$ cat config.mk
export PLATFORM = sky130hd
export DESIGN_NAME = overlapping_window_framer
export DESIGN_NICKNAME = d
export VERILOG_FILES = /design/src/ofr_pkg.sv /design/src/ofr_fifo.sv /design/src/ofr_front.sv /design/src/ofr_div.sv /design/src/ofr_back.sv /design/src/overlapping_window_framer.sv
export SDC_FILE = /design/constraint.sdc
export NUM_CORES = 1
export LEC_CHECK = 0
export BUFFER_PORTS_ARGS = -buffer_cell sky130_fd_sc_hd__buf_2
export CAP_MARGIN = 20
export CORE_MARGIN = 2
export CORE_UTILIZATION = 31
export CTS_CLUSTER_DIAMETER = 50
export DETAILED_ROUTE_END_ITERATION = 10
export SETUP_SLACK_MARGIN = 0.2
export SLEW_MARGIN = 20
export SYNTH_ARGS = -nofsm -noshare
export SYNTH_HDL_FRONTEND = slang
export SYNTH_SLANG_ARGS = --single-unit
export TNS_END_PERCENT = 1
$ cat constraint.sdc
create_clock -name clk_i -period 13.4 [get_ports clk_i]
set_input_delay 1.34 -clock clk_i [delete_from_list [all_inputs] [get_ports clk_i]]
set_output_delay 1.34 -clock clk_i [all_outputs]
set_load 0.02 [all_outputs]
$ cat src/ofr_pkg.sv
// Overlapping window framer: shared constants, widths and types.
// Used by every module of the block; no dependencies of its own.
`timescale 1ns / 1ps
`default_nettype none

package ofr_pkg;

  localparam int HopLength   = 10;
  localparam int NumSegments = 5;
  localparam int AvgDepth    = 4;
  localparam int SampleW     = 16;
  localparam int AvgW        = 24;
  localparam int FracBits    = 8;

  localparam int WindowLen = NumSegments * HopLength;
  localparam int AddrW     = $clog2(WindowLen);
  localparam int LeftW     = $clog2(WindowLen + 1);
  localparam int OffW      = $clog2(HopLength);
  localparam int SegW      = (NumSegments > 1) ? $clog2(NumSegments) : 1;
  localparam int FillW     = $clog2(NumSegments + 1);
  localparam int PtrW      = (AvgDepth > 1) ? $clog2(AvgDepth) : 1;
  localparam int CntW      = $clog2(AvgDepth + 1);
  localparam int SumW      = SampleW + CntW;
  localparam int DivW      = SumW + FracBits;
  localparam int StepW     = $clog2(DivW + 1);

  localparam int FifoDepth = 4;
  localparam int FifoPtrW  = $clog2(FifoDepth);
  localparam int FifoCntW  = $clog2(FifoDepth + 1);

  // One classified sample, front to back.
  typedef struct packed {
    logic [SampleW-1:0] sample;
    logic [AddrW-1:0]   addr;
    logic               emit;
    logic [AddrW-1:0]   start_addr;
    logic [SumW-1:0]    sum;
    logic [CntW-1:0]    cnt;
  } ofr_entry_t;

  typedef struct packed {
    logic busy;
    logic done;
  } ofr_div_status_t;

  typedef enum logic [0:0] {
    BK_IDLE,
    BK_DRAIN
  } ofr_back_state_e;

endpackage

`default_nettype wire

$ cat src/ofr_fifo.sv
// Short queue of classified samples between front and back.
// Depends on ofr_pkg for the entry type and depth.
`timescale 1ns / 1ps
`default_nettype none

module ofr_fifo
  import ofr_pkg::*;
(
  input  logic       clk_i,
  input  logic       rst_ni,
  input  logic       push_i,
  input  ofr_entry_t push_data_i,
  output logic       full_o,
  input  logic       pop_i,
  output ofr_entry_t head_o,
  output logic       empty_o
);

  ofr_entry_t            mem_q [FifoDepth];
  logic [FifoPtrW-1:0]   wr_ptr_q, wr_ptr_d;
  logic [FifoPtrW-1:0]   rd_ptr_q, rd_ptr_d;
  logic [FifoCntW-1:0]   count_q, count_d;
  logic                  do_push, do_pop;

  assign full_o  = (count_q == FifoCntW'(FifoDepth));
  assign empty_o = (count_q == '0);
  assign head_o  = mem_q[rd_ptr_q];
  assign do_push = push_i && !full_o;
  assign do_pop  = pop_i && !empty_o;

  always_comb begin
    wr_ptr_d = wr_ptr_q;
    rd_ptr_d = rd_ptr_q;
    count_d  = count_q;
    if (do_push) begin
      wr_ptr_d = (wr_ptr_q == FifoPtrW'(FifoDepth - 1)) ? '0 : wr_ptr_q + 1'b1;
    end
    if (do_pop) begin
      rd_ptr_d = (rd_ptr_q == FifoPtrW'(FifoDepth - 1)) ? '0 : rd_ptr_q + 1'b1;
    end
    if (do_push && !do_pop) begin
      count_d = count_q + 1'b1;
    end else if (do_pop && !do_push) begin
      count_d = count_q - 1'b1;
    end
  end

  always_ff @(posedge clk_i or negedge rst_ni) begin
    if (!rst_ni) begin
      wr_ptr_q <= '0;
      rd_ptr_q <= '0;
      count_q  <= '0;
    end else begin
      wr_ptr_q <= wr_ptr_d;
      rd_ptr_q <= rd_ptr_d;
      count_q  <= count_d;
    end
  end

  always_ff @(posedge clk_i) begin
    if (do_push) begin
      mem_q[wr_ptr_q] <= push_data_i;
    end
  end

endmodule

`default_nettype wire

$ cat src/ofr_front.sv
// Front end: accepts samples, tracks segment fill and the value ring,
// and tags each sample with its store address and window action. Uses ofr_pkg.
`timescale 1ns / 1ps
`default_nettype none

module ofr_front
  import ofr_pkg::*;
(
  input  logic               clk_i,
  input  logic               rst_ni,
  input  logic               in_valid_i,
  output logic               in_ready_o,
  input  logic [SampleW-1:0] sample_i,
  output logic               push_o,
  output ofr_entry_t         push_data_o,
  input  logic               full_i
);

  logic [SegW-1:0]    seg_q, seg_d;
  logic [OffW-1:0]    off_q, off_d;
  logic [FillW-1:0]   fill_q, fill_d;
  logic [SampleW-1:0] ring_q [AvgDepth];
  logic [PtrW-1:0]    ptr_q, ptr_d;
  logic [CntW-1:0]    cnt_q, cnt_d;
  logic [SumW-1:0]    sum_q, sum_d;
  logic               accept, hop_end, emit;
  logic [SegW-1:0]    seg_next;

  assign in_ready_o = !full_i;
  assign accept     = in_valid_i && !full_i;
  assign hop_end    = (off_q == OffW'(HopLength - 1));
  assign seg_next   = (seg_q == SegW'(NumSegments - 1)) ? '0 : seg_q + 1'b1;
  // fill count reaches zero on the hop that completes the first window
  assign emit       = hop_end && (fill_q <= FillW'(1));

  always_comb begin
    seg_d  = seg_q;
    off_d  = off_q;
    fill_d = fill_q;
    ptr_d  = ptr_q;
    cnt_d  = cnt_q;
    sum_d  = sum_q;
    if (accept) begin
      off_d = hop_end ? '0 : off_q + 1'b1;
      if (hop_end) begin
        seg_d = seg_next;
        if (fill_q != '0) begin
          fill_d = fill_q - 1'b1;
        end
      end
      if (emit) begin
        sum_d = sum_q - SumW'(ring_q[ptr_q]) + SumW'(sample_i);
        ptr_d = (ptr_q == PtrW'(AvgDepth - 1)) ? '0 : ptr_q + 1'b1;
        if (cnt_q != CntW'(AvgDepth)) begin
          cnt_d = cnt_q + 1'b1;
        end
      end
    end
  end

  always_comb begin
    push_o                 = accept;
    push_data_o.sample     = sample_i;
    push_data_o.addr       = AddrW'(int'(seg_q) * HopLength + int'(off_q));
    push_data_o.emit       = emit;
    push_data_o.start_addr = AddrW'(int'(seg_next) * HopLength);
    push_data_o.sum        = sum_d;
    push_data_o.cnt        = cnt_d;
  end

  always_ff @(posedge clk_i or negedge rst_ni) begin
    if (!rst_ni) begin
      seg_q  <= '0;
      off_q  <= '0;
      fill_q <= FillW'(NumSegments);
      ptr_q  <= '0;
      cnt_q  <= '0;
      sum_q  <= '0;
      for (int k = 0; k < AvgDepth; k++) begin
        ring_q[k] <= '0;
      end
    end else begin
      seg_q  <= seg_d;
      off_q  <= off_d;
      fill_q <= fill_d;
      ptr_q  <= ptr_d;
      cnt_q  <= cnt_d;
      sum_q  <= sum_d;
      if (accept && emit) begin
        ring_q[ptr_q] <= sample_i;
      end
    end
  end

endmodule

`default_nettype wire

$ cat src/ofr_div.sv
// Restoring divider, one quotient bit per cycle, for the ring average.
// Uses ofr_pkg for widths and the status struct.
`timescale 1ns / 1ps
`default_nettype none

module ofr_div
  import ofr_pkg::*;
(
  input  logic             clk_i,
  input  logic             rst_ni,
  input  logic             start_i,
  input  logic [DivW-1:0]  dividend_i,
  input  logic [CntW-1:0]  divisor_i,
  output logic [DivW-1:0]  quotient_o,
  output ofr_div_status_t  status_o
);

  logic [DivW-1:0]  quo_q, quo_d;
  logic [CntW-1:0]  rem_q, rem_d;
  logic [CntW-1:0]  dvs_q;
  logic [StepW-1:0] step_q, step_d;
  logic             busy_q, busy_d;
  logic             done_q, done_d;
  logic [CntW:0]    shifted;
  logic             fits;

  assign shifted = {rem_q, quo_q[DivW-1]};
  assign fits    = (shifted >= {1'b0, dvs_q});

  always_comb begin
    quo_d  = quo_q;
    rem_d  = rem_q;
    step_d = step_q;
    busy_d = busy_q;
    done_d = done_q;
    if (start_i) begin
      quo_d  = dividend_i;
      rem_d  = '0;
      step_d = StepW'(DivW);
      busy_d = 1'b1;
      done_d = 1'b0;
    end else if (busy_q) begin
      rem_d  = fits ? CntW'(shifted - {1'b0, dvs_q}) : shifted[CntW-1:0];
      quo_d  = {quo_q[DivW-2:0], fits};
      step_d = step_q - 1'b1;
      if (step_q == StepW'(1)) begin
        busy_d = 1'b0;
        done_d = 1'b1;
      end
    end
  end

  always_ff @(posedge clk_i or negedge rst_ni) begin
    if (!rst_ni) begin
      step_q <= '0;
      busy_q <= 1'b0;
      done_q <= 1'b0;
    end else begin
      step_q <= step_d;
      busy_q <= busy_d;
      done_q <= done_d;
    end
  end

  always_ff @(posedge clk_i) begin
    quo_q <= quo_d;
    rem_q <= rem_d;
    if (start_i) begin
      dvs_q <= divisor_i;
    end
  end

  assign quotient_o = quo_q;
  assign status_o   = '{busy: busy_q, done: done_q};

endmodule

`default_nettype wire

$ cat src/ofr_back.sv
// Back end: writes samples into the window store and drains the window
// through the output register. Uses ofr_pkg and ofr_div.
`timescale 1ns / 1ps
`default_nettype none

module ofr_back
  import ofr_pkg::*;
(
  input  logic               clk_i,
  input  logic               rst_ni,
  input  ofr_entry_t         head_i,
  input  logic               empty_i,
  output logic               pop_o,
  output logic               out_valid_o,
  input  logic               out_ready_i,
  output logic [SampleW-1:0] window_sample_o,
  output logic               last_of_window_o,
  output logic [AvgW-1:0]    average_value_o
);

  ofr_back_state_e    state_q, state_d;
  logic [SampleW-1:0] store [WindowLen];
  logic [SampleW-1:0] rdata_q;
  logic [AddrW-1:0]   raddr_q, raddr_d;
  logic [LeftW-1:0]   left_q, left_d;
  logic               rd_pend_q, rd_pend_d;
  logic               rd_last_q, rd_last_d;
  logic               issue, move, div_start;
  logic [DivW-1:0]    quotient;
  ofr_div_status_t    div_st;

  ofr_div u_div (
    .clk_i      (clk_i),
    .rst_ni     (rst_ni),
    .start_i    (div_start),
    .dividend_i ({head_i.sum, FracBits'(0)}),
    .divisor_i  (head_i.cnt),
    .quotient_o (quotient),
    .status_o   (div_st)
  );

  // the last sample waits in the read register until the average is ready
  assign move  = rd_pend_q && (!out_valid_o || out_ready_i) && (!rd_last_q || div_st.done);
  assign issue = (state_q == BK_DRAIN) && (left_q != '0) && (!rd_pend_q || move);

  always_comb begin
    state_d   = state_q;
    raddr_d   = raddr_q;
    left_d    = left_q;
    rd_pend_d = rd_pend_q;
    rd_last_d = rd_last_q;
    pop_o     = 1'b0;
    div_start = 1'b0;
    case (state_q)
      BK_IDLE: begin
        if (!empty_i) begin
          pop_o = 1'b1;
          if (head_i.emit) begin
            div_start = 1'b1;
            raddr_d   = head_i.start_addr;
            left_d    = LeftW'(WindowLen);
            state_d   = BK_DRAIN;
          end
        end
      end
      BK_DRAIN: begin
        if (move) begin
          rd_pend_d = 1'b0;
          if (rd_last_q) begin
            state_d = BK_IDLE;
          end
        end
        if (issue) begin
          rd_pend_d = 1'b1;
          rd_last_d = (left_q == LeftW'(1));
          left_d    = left_q - 1'b1;
          raddr_d   = (raddr_q == AddrW'(WindowLen - 1)) ? '0 : raddr_q + 1'b1;
        end
      end
      default: begin
        state_d = BK_IDLE;
      end
    endcase
  end

  always_ff @(posedge clk_i or negedge rst_ni) begin
    if (!rst_ni) begin
      state_q     <= BK_IDLE;
      left_q      <= '0;
      rd_pend_q   <= 1'b0;
      rd_last_q   <= 1'b0;
      out_valid_o <= 1'b0;
    end else begin
      state_q   <= state_d;
      left_q    <= left_d;
      rd_pend_q <= rd_pend_d;
      rd_last_q <= rd_last_d;
      if (move) begin
        out_valid_o <= 1'b1;
      end else if (out_ready_i) begin
        out_valid_o <= 1'b0;
      end
    end
  end

  always_ff @(posedge clk_i) begin
    raddr_q <= raddr_d;
    if (pop_o) begin
      store[head_i.addr] <= head_i.sample;
    end
    if (issue) begin
      rdata_q <= store[raddr_q];
    end
    if (move) begin
      window_sample_o  <= rdata_q;
      last_of_window_o <= rd_last_q;
      average_value_o  <= rd_last_q ? quotient[AvgW-1:0] : '0;
    end
  end

  a_idle_no_pending: assert property (@(posedge clk_i) disable iff (!rst_ni)
    state_q == BK_IDLE |-> !rd_pend_q)
    else $error("read data left behind after drain");

  a_issue_fills: assert property (@(posedge clk_i) disable iff (!rst_ni)
    issue |=> rd_pend_q)
    else $error("issued read not held in read register");

  a_div_in_drain: assert property (@(posedge clk_i) disable iff (!rst_ni)
    div_st.busy |-> state_q == BK_DRAIN)
    else $error("divider running outside a drain");

  a_no_pop_drain: assert property (@(posedge clk_i) disable iff (!rst_ni)
    state_q == BK_DRAIN |-> !pop_o)
    else $error("store written during drain");

endmodule

`default_nettype wire

$ cat src/overlapping_window_framer.sv
// Top level of the overlapping window framer.
// Depends on ofr_pkg, ofr_front, ofr_fifo and ofr_back.
//
//   port group       dir  handshake                width
//   sample_i         in   in_valid_i / in_ready_o   16
//   window_sample_o,
//   last_of_window_o,
//   average_value_o  out  out_valid_o / out_ready_i 16 / 1 / 24
//
// Each sample is written into the store as the back end pops it; a hop that
// ends with a full window adds a drain of the whole window (one store read
// per cycle unless the output stalls, plus filling the read register),
// so the single store port sets the time a hop takes. The last result also
// waits on the serial divider, which starts with the drain.
// A four-entry queue lets the front keep taking samples during a drain;
// output stalls hold the drain. Reset clears all control state and the
// value ring.
`timescale 1ns / 1ps
`default_nettype none

module overlapping_window_framer
  import ofr_pkg::*;
(
  input  logic               clk_i,
  input  logic               rst_ni,
  input  logic               in_valid_i,
  output logic               in_ready_o,
  input  logic [SampleW-1:0] sample_i,
  output logic               out_valid_o,
  input  logic               out_ready_i,
  output logic [SampleW-1:0] window_sample_o,
  output logic               last_of_window_o,
  output logic [AvgW-1:0]    average_value_o
);

  logic       push, full, pop, empty;
  ofr_entry_t push_data, head;

  ofr_front u_front (
    .clk_i       (clk_i),
    .rst_ni      (rst_ni),
    .in_valid_i  (in_valid_i),
    .in_ready_o  (in_ready_o),
    .sample_i    (sample_i),
    .push_o      (push),
    .push_data_o (push_data),
    .full_i      (full)
  );

  ofr_fifo u_fifo (
    .clk_i       (clk_i),
    .rst_ni      (rst_ni),
    .push_i      (push),
    .push_data_i (push_data),
    .full_o      (full),
    .pop_i       (pop),
    .head_o      (head),
    .empty_o     (empty)
  );

  ofr_back u_back (
    .clk_i            (clk_i),
    .rst_ni           (rst_ni),
    .head_i           (head),
    .empty_i          (empty),
    .pop_o            (pop),
    .out_valid_o      (out_valid_o),
    .out_ready_i      (out_ready_i),
    .window_sample_o  (window_sample_o),
    .last_of_window_o (last_of_window_o),
    .average_value_o  (average_value_o)
  );

endmodule

`default_nettype wire
==> results of run 1 <==
## layer usage
metal / up-vias / wire, µm
li1: 10490 / -
met5: - / 114
met4: 16 / 2979
met2: 709 / 50740
met3: 197 / 7697
met1: 12570 / 47030
## area by class of cell
type | count | area share [%]
flip-flops and latches | 1218 | 64.05
multi-input cells | 1135 | 21.26
clock buffers | 166 | 6.389
well taps | 2058 | 4.599
repair buffers | 142 | 1.806
clock inverters | 75 | 1.216
inverters | 102 | 0.6838
## sequential cells by signal, indices dropped and copies added, names as in the netlist, 5 cells and up
register / count
u_back.store: 800
u_fifo.mem_q: 200
u_front.ring_q: 64
u_back.u_div.quotient_o: 27
u_back.average_value_o: 24
u_front.sum_q: 19
u_back.rdata_q: 16
u_back.window_sample_o: 16
u_back.left_q: 6
u_back.raddr_q: 6
u_back.u_div.step_q: 5
## kinds of logic after synthesis
group,Yosys count,share of synthesized area (%)
and+or+nand+nor,430,3.977
adders and majority gates,71,2.117
xor gates and xnor gates,32,0.5755
AOI/OAI and AO/OA,236,2.888
DFF,1218,73.63
muxes,366,14.80
buffers and inverters,224,2.022
## worst register-to-register path, cell delays in order (launching register included)
cell,delay (ps)
dfrtp_1,980
mux4_2,420
ha_1,290
inv_1,40
ha_1,240
fa_1,490
a21o_1,210
a221oi_1,540
a2111oi_0,330
o211ai_1,290
mux2i_1,210
o311ai_0,280
## stage by stage
| stage | total power, mW | instance area (µm²) | hold WS [ps] | worst slack, ps | util [%] |
|---|---|---|---|---|---|
| floorplan | 8.023 | 48700 | 400.3 | 9169 | - |
| global placement | 9.389 | 51620 | 456.8 | 8599 | 33.05 |
| detailed placement | 9.434 | 51620 | 453.1 | 8529 | 33.05 |
| global route | 13.50 | 55990 | 465.1 | 8385 | 35.84 |
| CTS | 13.01 | 55880 | 464.6 | 8721 | 35.77 |
| finish | 12.87 | 55990 | 465.7 | 8729 | 35.84 |
## where the power goes
| group | internal [mW] | total (mW) | switching [mW] |
|---|---|---|---|
| clock network | 2.05 | 3.55 | 1.51 |
| registers | 5.15 | 5.37 | 0.227 |
| logic | 1.46 | 3.94 | 2.48 |
## synthesized netlist by cell type, drive strengths merged, types with 12 or more instances
cell type	instances	area [µm²]
edfxtp	1085	32580
mux4	280	6306
nand2	182	683.2
dfrtp	120	3003
o21ai	115	575.6
nor2	102	382.9
inv	101	379.1
clkbuf	66	247.7
buf	56	354.1
mux2i	55	550.5
ha	52	650.6
nand3	45	225.2
a21oi	32	160.2
mux2	31	349.1
and2	29	181.4
a211oi	24	180.2
nor2b	22	137.6
xnor2	20	175.2
fa	19	380.4
xor2	12	105.1
## worst paths after layout
kind,end,start,cells after the start
setup / recovery,u_fifo.mem_q[2][19],u_front.ptr_q[1],11
hold / removal,u_back.window_sample_o[9],u_back.rdata_q[9],0
setup reg to reg,u_fifo.mem_q[2][19],u_front.ptr_q[1],11
hold reg to reg,u_back.window_sample_o[9],u_back.rdata_q[9],0
max in group asynchronous,u_front.ring_q[45],rst_ni,2
min in group asynchronous,u_front.sum_q[13],rst_ni,1
==> impl_metrics.ini, run 1 <==
[outcome]
run_status = completed

[timing]
hold_viol_final = 0
fin_tns_setup_ps = 0
slew_headroom_pct = 24.44
final-setup-viol-count = 0
fin_crit_sh_pct = 34.86
finClkSkew_ps = 55.42
fmax_mhz = 214.1
final_max_slew_viol_count = 0
worst_pin_slew_ps = 1133
period_needed_ps = 4671
rsz0062_at_grt = no

[synthesis]
yosys_warnings = 0
syn_inst = 2577
yosysUniqueCellTypes = 64
syn_avg_cell_area_um2 = 18.90
synth-seq-cells = 1218
synth_edf_count = 1085
synth_flop_cell = edfxtp_1
syn-cell-area_um2 = 48700
yosysSeqAreaShare_pct = 73.63
syn-num-nets = 2668
synthArstFlopShare_pct = 10.02

[clock_network]
numCtsBuffers = 134
cts_tree = built
cts_buffer_depth = 3
cts_setup_buffers = 0
cts-root-buf = clkbuf_16
insertion_delay_ps = 770
h-tree-depth = 4
postCtsHoldBufs = 0
numClockSinks = 1218
cts.repair.resized = 0
clkTransAtPathRegs_ps = 60

[placed_design]
post-dp-hpwl_um = 64950
gp_congestion = 0.8236
dpl.cell_count = 4652
numPortBuffers = 62

[worst_setup_path]
required_ps = 13780
timing.critical_path.buf_inv = 1
critical_path.max_stage_delay_ps = 980
critPathArrivalTime_ps = 5060
end_kind = flip-flop
ff2ff_setup_slack_ps = 8730
crit_path_frequent_cell = ha_1
crit_chain = mux4_2, ha_1, inv_1, ha_1, fa_1, a21o_1, a221oi_1, a2111oi_0, o211ai_1, mux2i_1, o311ai_0
cp_max_fo = 19
cp_top_family = compound AO/OA/AOI/OAI gates
cp_slowest_cell = dfrtp_1
crit_path_start_kind = flip-flop
crit_type = flip-flop to flip-flop

[global_route]
grtUsageMet2_pct = 20.83
top_usage_layer = met2
grt_pass1_vias = 24240
grt_util_all_layers_pct = 13.51
grt_overflow_total = 0
grt_max_degree = 138
grt_pass1_wl_um = 162500
use_met3_pct = 3.354
antenna_found_initial = 12
grt_util_met1_pct = 18.57

[drt]
drt_iter0_markers = 2080
firstDrtPassIters = 5
wl_um = 108600
post_drt_wl_per_cell_um = 22.17
vias = 23980
viasPerCell = 4.898
ant_nets = 0
route.detailed.drc = 0

[layout]
antenna_cells = 0
final_common_cell = edfxtp_1
stdcell_count = 4896
regArea_um2 = 35860
nets = 2824
area_delta_synth_final_pct = 14.97
multi_input_area_um2 = 11900
drive_gt1_share_pct = 23.50
fillers = 14370
final_cell_mix = 1085 x edfxtp_1, 272 x mux4_2, 179 x nand2_1

[die]
die_y_um = 400.4
die-area_um2 = 160300
die-width_um = 400.4
start_util_pct = 31.18
core_um2 = 156200
pin_count = 63
row_count = 145

[power]
ir_drop_v = 0.0001989
pwr_density_cell_nw_per_um2 = 229.9
power.static_leakage_nw = 18.74

[run]
cap_violations = 0

[worst_hold_path]
hold_path_class = flip-flop to flip-flop
Note: power is estimated with default switching activity, not from simulation.
==> run 2, diff against run 1 <==
==> constraint.sdc (replaced) <==
create_clock -name clk_i -period 4 [get_ports clk_i]
set_input_delay 0.4 -clock clk_i [delete_from_list [all_inputs] [get_ports clk_i]]
set_output_delay 0.4 -clock clk_i [all_outputs]
set_load 0.02 [all_outputs]
==> impl_metrics.ini, run 2 (synthesized netlist as in run 1, its figures left out) <==
[outcome]
run_status = completed

[power]
pwr_density_cell_nw_per_um2 = 766.6
ir_drop_v = 0.0004216
power.static_leakage_nw = 19.06
finalPower_mw = 43.42

[layout]
fin_util_pct = 36.26
nets = 2888
drive_gt1_share_pct = 24.61
finish.instance_area_um2 = 56640
area_delta_synth_final_pct = 16.30
largest_reg_flops = 800
regMostFlops = u_back.store
final_common_cell = edfxtp_1
top_regs = u_back.store (800), u_fifo.mem_q (200), u_front.ring_q (64)
antenna_cells = 0
final_cell_mix = 1085 x edfxtp_1, 275 x mux4_2, 182 x nand2_1

[worst_hold_path]
hold_path_class = primary input to flip-flop

[worst_setup_path]
end_kind = flip-flop
critPathArrivalTime_ps = 4210
cp_max_fo = 13
required_ps = 4420
crit_path_start_kind = flip-flop
crit_type = flip-flop to flip-flop

[global_route]
grt_pass1_wl_um = 162700
grt_util_all_layers_pct = 13.58
grt_overflow_total = 0
grt_max_degree = 73
grt_pass1_vias = 24460
antenna_found_initial = 3

[drt]
route.detailed.drc = 0
wl_um = 109400
post_drt_wl_per_cell_um = 22.07
firstDrtPassIters = 5
drt_iter0_markers = 1925
ant_nets = 0
viasPerCell = 4.864
vias = 24120

[clock_network]
numClockSinks = 1218
numCtsBuffers = 130
clkTransAtPathRegs_ps = 60
cts_setup_buffers = 0
cts-root-buf = clkbuf_16
insertion_delay_ps = 750
h-tree-depth = 4
cts_buffer_depth = 3
cts_tree = built

[die]
die-area_um2 = 160300
core_um2 = 156200
die_y_um = 400.4
pin_count = 63
die-width_um = 400.4
row_count = 145
start_util_pct = 31.18

[timing]
worst_pin_slew_ps = 1132
fmax_mhz = 264.2
worst_slack_ps = 214.7
finClkSkew_ps = 27.67
hold_viol_final = 0
period_needed_ps = 3785
rsz0062_at_grt = yes
final_max_slew_viol_count = 0
slew_headroom_pct = 23.72
final-setup-viol-count = 0
fin_crit_sh_pct = 94.63

[placed_design]
gp_congestion = 0.7902
dp_slack_ps = -165.6
placed_area_um2 = 52200
post-dp-hpwl_um = 64530
numPortBuffers = 62

[run]
cap_violations = 0
[run 2: cell types whose count changed in the layout (fill, tap and decap cells not counted), sizes merged]
cell and change:
dlygate4sd3 +17, clkinv -13, bufinv +2, inv +3, clkbuf +6, buf +51, clkinvlp -3
[run 2: area by class of cell]
type / instances / area [µm²]
clock buffer: 172 / 3547
clock inverter: 64 / 655.6
fill: 14360 / 99570
inverter: 102 / 382.9
multi-input combinational: 1135 / 11960
sequential: 1218 / 35860
tap: 2058 / 2575
timing repair buffer: 210 / 1658
[run 2: per-stage QoR]
| step | instances | TNS, ps | hold WS (ps) |
|---|---|---|---|
| 3_3_place_gp | 4706 | -212.6 | 405.7 |
| 3_5_place_dp | 4706 | -705.6 | 405.4 |
| 6_report | 4959 | 0 | 66.85 |
| 5_1_grt | 4959 | 0 | 63.16 |
| 4_1_cts | 4959 | 0 | 29.27 |
| 2_1_floorplan | 2577 | 0 | 104.4 |
[run 2: worst max-delay path, stage by stage (launching register included)]
cell and delay (ps):
dfrtp_1 370, buf_12 170, mux4_2 540, fa_1 510
inv_1 50, ha_1 360, a21oi_2 270, o21ai_0 130
a311o_1 400, a21boi_0 140, nor4_1 270, o221ai_1 250
[run 2: final timing paths]
path | slack, ps | cells after the start | to | from
min | 70 | 3 | u_back.out_valid_o | out_ready_i
max in group asynchronous | 2850 | 3 | u_front.ring_q[36] | rst_ni
max reg2reg | 210 | 11 | u_fifo.mem_q[1][21] | u_front.ptr_q[0]
min reg2reg | 420 | 0 | u_back.window_sample_o[15] | u_back.rdata_q[15]
max | 210 | 11 | u_fifo.mem_q[1][21] | u_front.ptr_q[0]
min in group asynchronous | 250 | 2 | u_back.u_div.step_q[2] | rst_ni
[run 2: where the power goes]
| part | leakage (nW) | switching, mW | total, mW | internal (mW) |
|---|---|---|---|---|
| Combinational | 5.56 | 8.35 | 13.6 | 5.28 |
| Sequential | 11.5 | 0.696 | 18.0 | 17.3 |
| Clock | 2.05 | 4.94 | 11.8 | 6.89 |
[run 2: per-layer routing]
layer	track usage [%]	up-vias	part of all wire, %
met2	21.44	692	48
met1	18.83	12630	44
met5	0	-	0.015
li1	-	10640	-
met3	2.780	161	6.1
met4	4.366	2	2.5
[run 2: timing repair]
item                                    CTS  global route
hold buffers                             17             0
gates resized for setup                   6             7
endpoints found under the hold margin   124             0
endpoints found under the setup margin   32            55
gates cloned                              0             0
pin swaps                                 0             1
==> run 3, diff against run 2 <==
--- a/config.mk
+++ b/config.mk
@@ -11,6 +11,7 @@
 export CORE_UTILIZATION = 31
 export CTS_CLUSTER_DIAMETER = 50
 export DETAILED_ROUTE_END_ITERATION = 10
+export MAX_ROUTING_LAYER = met4
 export SETUP_SLACK_MARGIN = 0.2
 export SLEW_MARGIN = 20
 export SYNTH_ARGS = -nofsm -noshare
==> impl_metrics.ini, run 3 (synthesized netlist as in run 1, its figures left out) <==
[outcome]
run_status = completed

[worst_setup_path]
critPathArrivalTime_ps = 4190
end_kind = flip-flop
timing.critical_path.buf_inv = 2
crit_path_start_kind = flip-flop
rr_startpoint = u_front.ptr_q[0]
critPathCapture = u_fifo.mem_q[0][21]
critical_path.max_stage_delay_ps = 540
path_depth = 11
cp_top_family = compound AO/OA/AOI/OAI gates
required_ps = 4420
rr_endpoint = u_fifo.mem_q[0][21]
cp_slowest_cell = mux4_2
ff2ff_setup_slack_ps = 230
crit_type = flip-flop to flip-flop
crit_start = u_front.ptr_q[0]
cp_max_fo = 13
rr_worst_depth = 11
crit_chain = buf_12, mux4_2, fa_1, inv_1, ha_1, a21oi_2, o21ai_0, a311o_1, a21boi_0, nor4_1, o221ai_1

[drt]
wl_um = 109500
drt_iter0_markers = 1920
viasPerCell = 4.876
ant_nets = 0
post_drt_wl_per_cell_um = 22.06
vias = 24190
route.detailed.drc = 0
firstDrtPassIters = 5

[die]
row_count = 145
die-area_um2 = 160300
pin_count = 63
start_util_pct = 31.18
die_y_um = 400.4
die-width_um = 400.4
core_um2 = 156200

[clock_network]
insertion_delay_ps = 750
numClockSinks = 1218
cts_setup_buffers = 0
cts-root-buf = clkbuf_16
numCtsBuffers = 130
clkTransAtPathRegs_ps = 60
cts_buffer_depth = 3
h-tree-depth = 4
cts_tree = built

[global_route]
grt_pass1_vias = 24440
grt_util_all_layers_pct = 14.00
grt_pass1_wl_um = 162800
antenna_found_initial = 3
grt_max_degree = 73
grt_overflow_total = 0

[layout]
regMostFlops = u_back.store
top_regs = u_back.store (800), u_fifo.mem_q (200), u_front.ring_q (64)
final_cell_mix = 1085 x edfxtp_1, 275 x mux4_2, 182 x nand2_1
area_delta_synth_final_pct = 16.32
largest_reg_flops = 800
fillers = 14360
drive_gt1_share_pct = 24.61
fin_util_pct = 36.27
finish.instance_area_um2 = 56650
nets = 2888
final_common_cell = edfxtp_1

[timing]
finClkSkew_ps = 26.39
worst_pin_slew_ps = 1107
fmax_mhz = 265.0
final-setup-viol-count = 0
fin_crit_sh_pct = 94.33
rsz0062_at_grt = yes
hold_viol_final = 0
slew_headroom_pct = 26.21
period_needed_ps = 3773
final_max_slew_viol_count = 0

[placed_design]
placed_area_um2 = 52200
gp_congestion = 0.8013
post-dp-hpwl_um = 64530
numPortBuffers = 62

[worst_hold_path]
hold_path_class = primary input to flip-flop
min_path_cells = 3

[power]
pwr_density_cell_nw_per_um2 = 766.3
power.static_leakage_nw = 19.06
ir_drop_v = 0.0004216

[run]
cap_violations = 0
[run 3: changes by cell type in the layout (fill, tap and decap cells not counted)]
cell	before	now
diode_2	0	3
[run 3: repair_timing]
item,4_1_cts,5_1_grt
hold buffers,17,0
pin swaps,0,1
endpoints found under the hold margin,124,0
gates resized for setup,6,7
endpoints found under the setup margin,32,55
[run 3: stage by stage]
stage	hold WS [ps]	std cells	setup WS (ps)	TNS [ps]	power [mW]
final	73.82	4962	226.6	0	43.41
after global routing	63.43	4960	60.47	0	45.54
after CTS	29.27	4959	141.2	0	43.93
after detailed placement	405.4	4706	-165.6	-705.6	31.99
after global placement	405.7	4706	-53.14	-212.6	31.74
after floorplan	104.4	2577	195.4	0	26.89
[run 3: power breakdown]
part	leakage, nW	switching [mW]	total, mW	internal, mW
clock network	2.05	4.93	11.8	6.89
registers	11.5	0.694	18.0	17.3
logic	5.56	8.35	13.6	5.28
total	19.1	14.0	43.4	29.4
[run 3: metal layers]
| metal | track usage (%) | vias up | routed length, µm |
|---|---|---|---|
| met1 | 18.86 | 12700 | 47960 |
| met2 | 21.44 | 681 | 52140 |
| met3 | 2.760 | 162 | 6644 |
| li1 | - | 10650 | - |
| met4 | 4.353 | 0 | 2718 |
| met5 | - | - | 0 |
[run 3: how the worst min path moves through the flow]
| stage | start | endpoint | slack (ps) |
|---|---|---|---|
| after floorplan | rst_ni | u_back.left_q[0] | 100 |
| after global placement | u_back.rdata_q[1] | u_back.window_sample_o[1] | 410 |
| after detailed placement | u_back.rdata_q[15] | u_back.window_sample_o[15] | 410 |
| after CTS | out_ready_i | u_back.out_valid_o | 30 |
| after global routing | out_ready_i | u_back.out_valid_o | 60 |
| final | out_ready_i | u_back.out_valid_o | 70 |
[run 3: worst register-to-register path, stage by stage, from the launching register on]
cell      delay (ps)
dfrtp_1          370
buf_12           170
mux4_2           550
fa_1             510
inv_1             50
ha_1             360
a21oi_2          260
o21ai_0          130
a311o_1          400
a21boi_0         140
nor4_1           270
o221ai_1         250
[run 3: area by class of cell]
cell class	instances	area, µm²	share of cell area, %
clock buffer	172	3547	6.262
timing repair buffer	210	1658	2.927
inverter	102	382.9	0.6759
sequential	1218	35860	63.31
tap	2058	2575	4.546
clock inverter	64	655.6	1.157
multi-input combinational	1135	11960	21.11
antenna	3	7.507	0.01325
